**config.mk**
```make
export PLATFORM = sky130hd
export DESIGN_NAME = calendar_clock_counter_unit
export DESIGN_NICKNAME = d
export VERILOG_FILES = /design/src/rtl/ccc_pkg.sv /design/src/rtl/ccc_in_stage.sv /design/src/rtl/ccc_core.sv /design/src/rtl/calendar_clock_counter_unit.sv
export SDC_FILE = /design/constraint.sdc
export NUM_CORES = 1
export LEC_CHECK = 0
export BUFFER_PORTS_ARGS = -buffer_cell sky130_fd_sc_hd__buf_2
export CAP_MARGIN = 25
export CORE_ASPECT_RATIO = 1.2
export CORE_MARGIN = 5
export CORE_UTILIZATION = 35
export DETAILED_ROUTE_END_ITERATION = 6
export GPL_TIMING_DRIVEN = 0
export SYNTH_ARGS = -nofsm -noshare
export SYNTH_HDL_FRONTEND = slang
export SYNTH_HIERARCHICAL = 1
export SYNTH_SLANG_ARGS = --single-unit
```
**constraint.sdc**
```tcl
create_clock -name clk -period 3.05 [get_ports clk]
set_clock_uncertainty 0.15 [all_clocks]
set_input_delay 0.61 -clock clk [delete_from_list [all_inputs] [get_ports clk]]
set_output_delay 0.61 -clock clk [all_outputs]
set_load 0.01 [all_outputs]
```
**src/rtl/ccc_pkg.sv**
```systemverilog
// shared types, constants and calendar helper functions for the calendar clock counter
// no dependencies; imported by every module of the block
package ccc_pkg;

	localparam logic [5:0]  SEC_LAST   = 6'd59;
	localparam logic [5:0]  MIN_LAST   = 6'd59;
	localparam logic [4:0]  HOUR_LAST  = 5'd23;
	localparam logic [3:0]  MONTH_LAST = 4'd12;
	localparam logic [13:0] YEAR_LAST  = 14'd9999;
	localparam logic [6:0]  REM_LAST   = 7'd99;
	localparam logic [13:0] YEAR_RESET = 14'd2000;
	// year / 100 as (year * CENT_RECIP) >> CENT_SHIFT, exact for every 14-bit year
	localparam logic [12:0] CENT_RECIP = 13'd5243;
	localparam int          CENT_SHIFT = 19;

	localparam logic [0:0]  CMD_TICK = 1'b0;
	localparam logic [0:0]  CMD_SET  = 1'b1;

	// one input word as held in the input register, plus its century count
	typedef struct packed {
		logic [0:0]  command;
		logic [6:0]  month;
		logic [6:0]  day;
		logic [13:0] year;
		logic [6:0]  hour;
		logic [6:0]  minute;
		logic [6:0]  second;
		logic [7:0]  cent;
	} ccc_item_t;

	// leap rule from year mod 100 and century mod 4
	function automatic logic leap_of(input logic [6:0] rem, input logic [1:0] cent4);
		logic leap;
		if (rem == 7'd0) begin
			leap = (cent4 == 2'd0);
		end else begin
			leap = (rem[1:0] == 2'd0);
		end
		return leap;
	endfunction

	function automatic logic [4:0] month_len(input logic [3:0] m, input logic leap);
		logic [4:0] len;
		unique case (m)
			4'd4, 4'd6, 4'd9, 4'd11: len = 5'd30;
			4'd2:                    len = leap ? 5'd29 : 5'd28;
			default:                 len = 5'd31;
		endcase
		return len;
	endfunction

endpackage

```
**src/rtl/ccc_in_stage.sv**
```systemverilog
// input register of the calendar clock counter with the century reciprocal multiply
// depends on ccc_pkg
module ccc_in_stage import ccc_pkg::*; (
	input  logic      clk,
	input  logic      arst_n,
	input  logic      take,
	input  ccc_item_t item,
	input  logic      drain,
	output logic      s1_valid,
	output ccc_item_t s1_item
);

	logic [26:0] cent_prod;
	logic        load;
	ccc_item_t   item_c;

	assign cent_prod = item.year * CENT_RECIP;
	assign load      = take;

	// incoming word with its century count filled in
	always_comb begin
		item_c      = item;
		item_c.cent = cent_prod[CENT_SHIFT+7:CENT_SHIFT];
	end

	always_ff @(posedge clk or negedge arst_n) begin
		if (!arst_n) begin
			s1_valid <= 1'b0;
		end else if (load) begin
			s1_valid <= 1'b1;
		end else if (drain) begin
			s1_valid <= 1'b0;
		end
	end

	always_ff @(posedge clk) begin
		if (load) begin
			s1_item <= item_c;
		end
	end

endmodule

```
**src/rtl/ccc_core.sv**
```systemverilog
// calendar counters, tick carry and set validation logic, result register
// depends on ccc_pkg
module ccc_core import ccc_pkg::*; (
	input  logic       clk,
	input  logic       arst_n,
	input  logic       s1_valid,
	input  ccc_item_t  s1_item,
	input  logic       result_stall,
	output logic       advance,
	output logic       result_valid,
	output logic [5:0] cur_second,
	output logic [5:0] cur_minute,
	output logic [4:0] cur_hour,
	output logic [4:0] cur_day,
	output logic [3:0] cur_month,
	output logic [13:0] cur_year,
	output logic [3:0] hour_twelve,
	output logic       is_pm
);

	logic [6:0]  rem_q;
	logic [1:0]  cent4_q;

	logic [5:0]  sec_d, min_d;
	logic [4:0]  hour_d, day_d, mlen;
	logic [3:0]  month_d, h12_d;
	logic [13:0] year_d, cent_x100, rem_full;
	logic [6:0]  rem_d, set_rem;
	logic [1:0]  cent4_d, set_cent4;
	logic        leap_cur, set_leap, pm_d;

	assign advance  = s1_valid && (!result_valid || !result_stall);
	assign leap_cur = leap_of(rem_q, cent4_q);

	assign cent_x100 = {s1_item.cent, 6'b0} + {1'b0, s1_item.cent, 5'b0}
		+ {4'b0, s1_item.cent, 2'b0};
	assign rem_full  = s1_item.year - cent_x100;

	always_comb begin
		sec_d   = cur_second;
		min_d   = cur_minute;
		hour_d  = cur_hour;
		day_d   = cur_day;
		month_d = cur_month;
		year_d  = cur_year;
		rem_d   = rem_q;
		cent4_d = cent4_q;
		mlen    = month_len(cur_month, leap_cur);
		set_rem   = rem_full[6:0];
		set_cent4 = s1_item.cent[1:0];
		set_leap  = 1'b0;
		if (s1_item.command == CMD_SET) begin
			month_d = (s1_item.month >= 7'd1 && s1_item.month <= {3'b0, MONTH_LAST})
				? s1_item.month[3:0] : 4'd1;
			if (s1_item.year > YEAR_LAST) begin
				set_rem   = 7'd0;
				set_cent4 = 2'd0;
				year_d    = 14'd0;
			end else begin
				year_d = s1_item.year;
			end
			rem_d    = set_rem;
			cent4_d  = set_cent4;
			set_leap = leap_of(set_rem, set_cent4);
			mlen     = month_len(month_d, set_leap);
			day_d    = (s1_item.day >= 7'd1 && s1_item.day <= {2'b0, mlen})
				? s1_item.day[4:0] : 5'd1;
			hour_d   = (s1_item.hour <= {2'b0, HOUR_LAST}) ? s1_item.hour[4:0] : 5'd0;
			min_d    = (s1_item.minute <= {1'b0, MIN_LAST}) ? s1_item.minute[5:0] : 6'd0;
			sec_d    = (s1_item.second <= {1'b0, SEC_LAST}) ? s1_item.second[5:0] : 6'd0;
		end else if (cur_second != SEC_LAST) begin
			sec_d = cur_second + 6'd1;
		end else begin
			sec_d = 6'd0;
			if (cur_minute != MIN_LAST) begin
				min_d = cur_minute + 6'd1;
			end else begin
				min_d = 6'd0;
				if (cur_hour != HOUR_LAST) begin
					hour_d = cur_hour + 5'd1;
				end else begin
					hour_d = 5'd0;
					if (cur_day < mlen) begin
						day_d = cur_day + 5'd1;
					end else begin
						day_d = 5'd1;
						if (cur_month < MONTH_LAST) begin
							month_d = cur_month + 4'd1;
						end else begin
							month_d = 4'd1;
							// 9999 wraps to 0: remainder and century mod 4 wrap too
							year_d = (cur_year >= YEAR_LAST) ? 14'd0 : cur_year + 14'd1;
							if (rem_q == REM_LAST) begin
								rem_d   = 7'd0;
								cent4_d = cent4_q + 2'd1;
							end else begin
								rem_d = rem_q + 7'd1;
							end
						end
					end
				end
			end
		end
		pm_d = (hour_d >= 5'd12);
		if (hour_d == 5'd0 || hour_d == 5'd12) begin
			h12_d = 4'd12;
		end else if (pm_d) begin
			h12_d = 4'(hour_d - 5'd12);
		end else begin
			h12_d = hour_d[3:0];
		end
	end

	// counters double as the result register: they only move when the result is replaced
	always_ff @(posedge clk or negedge arst_n) begin
		if (!arst_n) begin
			result_valid <= 1'b0;
			cur_second   <= 6'd0;
			cur_minute   <= 6'd0;
			cur_hour     <= 5'd0;
			cur_day      <= 5'd1;
			cur_month    <= 4'd1;
			cur_year     <= YEAR_RESET;
			rem_q        <= 7'd0;
			cent4_q      <= 2'd0;
			hour_twelve  <= 4'd12;
			is_pm        <= 1'b0;
		end else if (advance) begin
			result_valid <= 1'b1;
			cur_second   <= sec_d;
			cur_minute   <= min_d;
			cur_hour     <= hour_d;
			cur_day      <= day_d;
			cur_month    <= month_d;
			cur_year     <= year_d;
			rem_q        <= rem_d;
			cent4_q      <= cent4_d;
			hour_twelve  <= h12_d;
			is_pm        <= pm_d;
		end else if (!result_stall) begin
			result_valid <= 1'b0;
		end
	end

endmodule

```
**src/rtl/calendar_clock_counter_unit.sv**
```systemverilog
// top level of the calendar clock counter: input register stage and counter core
// depends on ccc_pkg, ccc_in_stage and ccc_core
// - input channel: item_valid / item_stall with command and the set_* fields; a word is
//   taken at a rising edge with item_valid high and item_stall low
// - command tick advances the second with carries through minute, hour, day, month and
//   year (gregorian leap rule, year 9999 wraps to 0); command set loads all six fields,
//   out-of-range values replaced by their defaults and the day checked against the
//   loaded month and year
// - result channel: result_valid / result_stall, one result word per input word with
//   the date and time after the step, plus 12-hour hour and pm flag
// - path: a word taken into the input register updates the counters, which are the result
//   register, as soon as the result register can take a new result
// - throughput: one word per cycle while the result is not stalled; the whole carry chain
//   and set check are combinational between the input register and the counters
// - the leap test runs on a kept year mod 100 and century mod 4; the century count
//   of a set comes from a reciprocal multiply ahead of the input register
// - stall: while result_stall holds a waiting result, one more word is taken into the
//   input register, then item_stall rises until the result is taken
// - reset: asynchronous, active low; clears both valids and sets the clock to
//   00:00:00 on january 1st 2000
module calendar_clock_counter_unit import ccc_pkg::*; (
	input  logic        clk,
	input  logic        arst_n,
	input  logic        item_valid,
	output logic        item_stall,
	input  logic [0:0]  command,
	input  logic [6:0]  set_month,
	input  logic [6:0]  set_day,
	input  logic [13:0] set_year,
	input  logic [6:0]  set_hour,
	input  logic [6:0]  set_minute,
	input  logic [6:0]  set_second,
	output logic        result_valid,
	input  logic        result_stall,
	output logic [5:0]  cur_second,
	output logic [5:0]  cur_minute,
	output logic [4:0]  cur_hour,
	output logic [4:0]  cur_day,
	output logic [3:0]  cur_month,
	output logic [13:0] cur_year,
	output logic [3:0]  hour_twelve,
	output logic        is_pm
);

	ccc_item_t item;
	ccc_item_t s1_item;
	logic      s1_valid;
	logic      advance;
	logic      take;

	// input word as a struct; the century count is filled in by the input stage
	assign item = '{command: command, month: set_month, day: set_day, year: set_year,
		hour: set_hour, minute: set_minute, second: set_second, cent: 8'd0};

	// input register frees up in the same cycle its word moves into the counters
	assign item_stall = s1_valid && !advance;
	assign take       = item_valid && !item_stall;

	ccc_in_stage u_in_stage (
		.clk      (clk),
		.arst_n   (arst_n),
		.take     (take),
		.item     (item),
		.drain    (advance),
		.s1_valid (s1_valid),
		.s1_item  (s1_item)
	);

	ccc_core u_core (
		.clk          (clk),
		.arst_n       (arst_n),
		.s1_valid     (s1_valid),
		.s1_item      (s1_item),
		.result_stall (result_stall),
		.advance      (advance),
		.result_valid (result_valid),
		.cur_second   (cur_second),
		.cur_minute   (cur_minute),
		.cur_hour     (cur_hour),
		.cur_day      (cur_day),
		.cur_month    (cur_month),
		.cur_year     (cur_year),
		.hour_twelve  (hour_twelve),
		.is_pm        (is_pm)
	);

endmodule

```
==> results.cfg <==
[layout]
fin_util_pct = 42.7
drive_above_1_share_pct = 25.0
fillers = 2470
n_antenna_cell = 0
nets = 1218
area_growth_syn_to_layout_pct = 21.5

[routing]
drt-total-wl_mm = 22.6
wl_per_cell_um = 17.1
drt_iter0_drc = 376
dr.pass1.iters = 6
drt-vias-per-instance = 5.24
via_count = 6925
postRouteAntennaNets = 0
drc_errors = 0

[hold_path]
min_path_type = in -> async

[sta]
drv_slew = 0
finalCritPeriodShare_pct = 148
tightest_slew_ps = 858
fin_ws_ps = -1450
hold_viol = 0
period_needed_ps = 4500
max_freq_ghz = 0.222
rsz0062_at_grt = true
relSlewSlack_pct = 42.7
setup_viol = 10

[worst_setup_path]
reg2reg_depth = 16
critPathLaunch = set_year[9]
cp.arrival_ps = 4450
cpPeakStageDelay_ps = 570
critPathKind = in -> reg
crit_required_ps = 3000
worstSetupEndpointType = flop
worstPathMaxFanout = 6
cp_cell_sequence = buf_12 -> fa_1 -> ha_4 -> fa_1 -> fa_1 -> inv_1 -> fa_1 -> inv_2 -> ha_4 -> nand4_1 -> nor2_2 -> a31oi_4 -> a31oi_4 -> buf_4 -> nor2_4 -> xnor2_2
slowest_stage = fa_1
startpoint_type = input pin
cpMostUsedCell = fa_1
reg2reg_from = u_in_stage/s1_item[0]$_DFFE_PP_

[clock_network]
path_clk_slew_ps = 80
cts_tree = yes
root_buffer = clkbuf_16
clockBufferDepth = 2
cts-htree-levels = 3
cts_buffers = 9
hold_buffers = 0
numClockSinks = 111
clk_latency_ps = 350

[synth]
syn_area_sq_um = 8890
syn_area_per_cell_sq_um = 10.4
synth_cells = 851
syn_nets = 1082
yosys_warnings = 6

[die]
core_sq_um = 25300
design.portCount = 101
die_area_sq_um = 28700
die_w_um = 155
die_h_um = 185
row_count = 64
initial_core_util_pct = 35.1

[global_routing]
grt_pass1_vias = 6989
grt_usage_pct = 15.6
antenna_found_initial = 0
grt_max_degree = 31
overflow = 0
grt_pass1_wl_mm = 36.0

[power]
p_leak_uw = 0.00482
vdd_drop_max_v = 0.000412
p_per_area_nw_per_um2 = 952

[job]
cap_viol_max_count = 0

[place]
gp_congestion = 0.867
numPortBuffers = 100
hpwl_mm = 17.7
place_ws_ps = -2120

[run_status]
status = finished with violations
violations = negative setup slack
power by group:
group	switching [uW]	internal, uW	leakage, uW
combinational	3500	2910	0.00349
clock	566	569	0.000135
sequential	541	2190	0.00119
total	4610	5670	0.00482
final cells by class:
| type | instances | area (sq um) | area share (%) |
|---|---|---|---|
| multi-input cells | 585 | 5620 | 52.0 |
| repair buffers | 126 | 808 | 7.49 |
| well taps | 330 | 413 | 3.83 |
| clock inverters | 6 | 53.8 | 0.498 |
| clock buffers | 10 | 229 | 2.12 |
| inverters | 138 | 522 | 4.83 |
| flip-flops and latches | 111 | 3070 | 28.4 |
| plain buffers | 16 | 81.3 | 0.753 |
critical path, delay by kind of cell:
kind	cells	cell delay (ps)
fa+ha+maj	6	2570
buf+inv	4	370
compound gates	2	360
xor+xnor	1	150
simple gates	3	400
registers in the layout (all words and copies together) (netlist names), 2 cells and up:
| register | count |
|---|---|
| u_core/cur_year | 14 |
| u_core/cur_hour | 5 |
| u_core/cur_day | 5 |
| u_core/cur_month | 4 |
| u_core/cur_minute | 6 |
| u_core/hour_twelve | 4 |
| u_core/cur_second | 6 |
| u_core/cent4_q | 2 |
| u_core/rem_q | 7 |
| u_in_stage/s1_item | 55 |
placed cells by master (no fill, tap or decap), types with 6 or more instances in the layout:
| cell | count |
|---|---|
| inv_1 | 121 |
| ha_1 | 95 |
| buf_2 | 91 |
| fa_1 | 59 |
| edfxtp_1 | 55 |
| nor2_1 | 43 |
| dfrtp_1 | 43 |
| nand2_1 | 41 |
| a21oi_1 | 34 |
| o21ai_0 | 30 |
| buf_4 | 26 |
| nand3_1 | 21 |
| inv_2 | 15 |
| nor3_1 | 13 |
| clkbuf_1 | 12 |
| a21oi_2 | 12 |
| ha_4 | 12 |
| and3_1 | 11 |
| o21a_1 | 11 |
| o21ai_1 | 11 |
| a21o_1 | 10 |
| a32oi_1 | 10 |
| dfstp_2 | 10 |
| clkbuf_16 | 9 |
| a31oi_1 | 9 |
| o2bb2ai_1 | 9 |
| o22ai_1 | 8 |
| ha_2 | 8 |
| nor2b_1 | 7 |
| nand4_1 | 7 |
| buf_6 | 6 |
| xnor2_1 | 6 |
per-stage QoR:
stage | cell area, sq um | TNS, ps | cells | power [uW] | hold WS (ps)
after global placement | 9960 | -44010 | 1281 | 8260 | 321
final | 10800 | -8660 | 1322 | 10300 | 147
after detailed placement | 10000 | -25000 | 1284 | 8390 | 326
after floorplan | 9050 | -7000 | 851 | 6680 | 164
after CTS | 10600 | -8920 | 1315 | 9900 | 169
after global routing | 10800 | -10340 | 1322 | 11200 | 206
repair_timing:
action,4_1_cts,5_1_grt
buffers inserted,15,8
setup endpoints to repair,36,19
gates resized for setup,41,45
pin swaps,21,24
path summary, 6_finish.rpt:
kind,end,slack [ps]
min in group clk,u_in_stage/s1_item[11]$_DFFE_PP_,280
max in group asynchronous,u_core/cur_day[0]$_DFFE_PN1P_,1920
worst min-delay path,u_core/cur_year[2]$_DFFE_PN0P_,150
worst max register to register,u_core/cur_day[1]$_DFFE_PN0P_,-400
worst max-delay path,u_in_stage/s1_item[2]$_DFFE_PP_,-1450
worst min register to register,u_core/hour_twelve[1]$_DFFE_PN0P_,340
routing by layer:
layer / track usage [%] / vias to the layer above / wire length (um)
met4: 4.41 / 0 / 430
met3: 1.62 / 34 / 843
met2: 29.2 / 187 / 11900
met5: 0 / - / 0
met1: 18.8 / 3390 / 9420
li1: - / 3314 / -
Note: power is estimated with default switching activity, not from simulation.
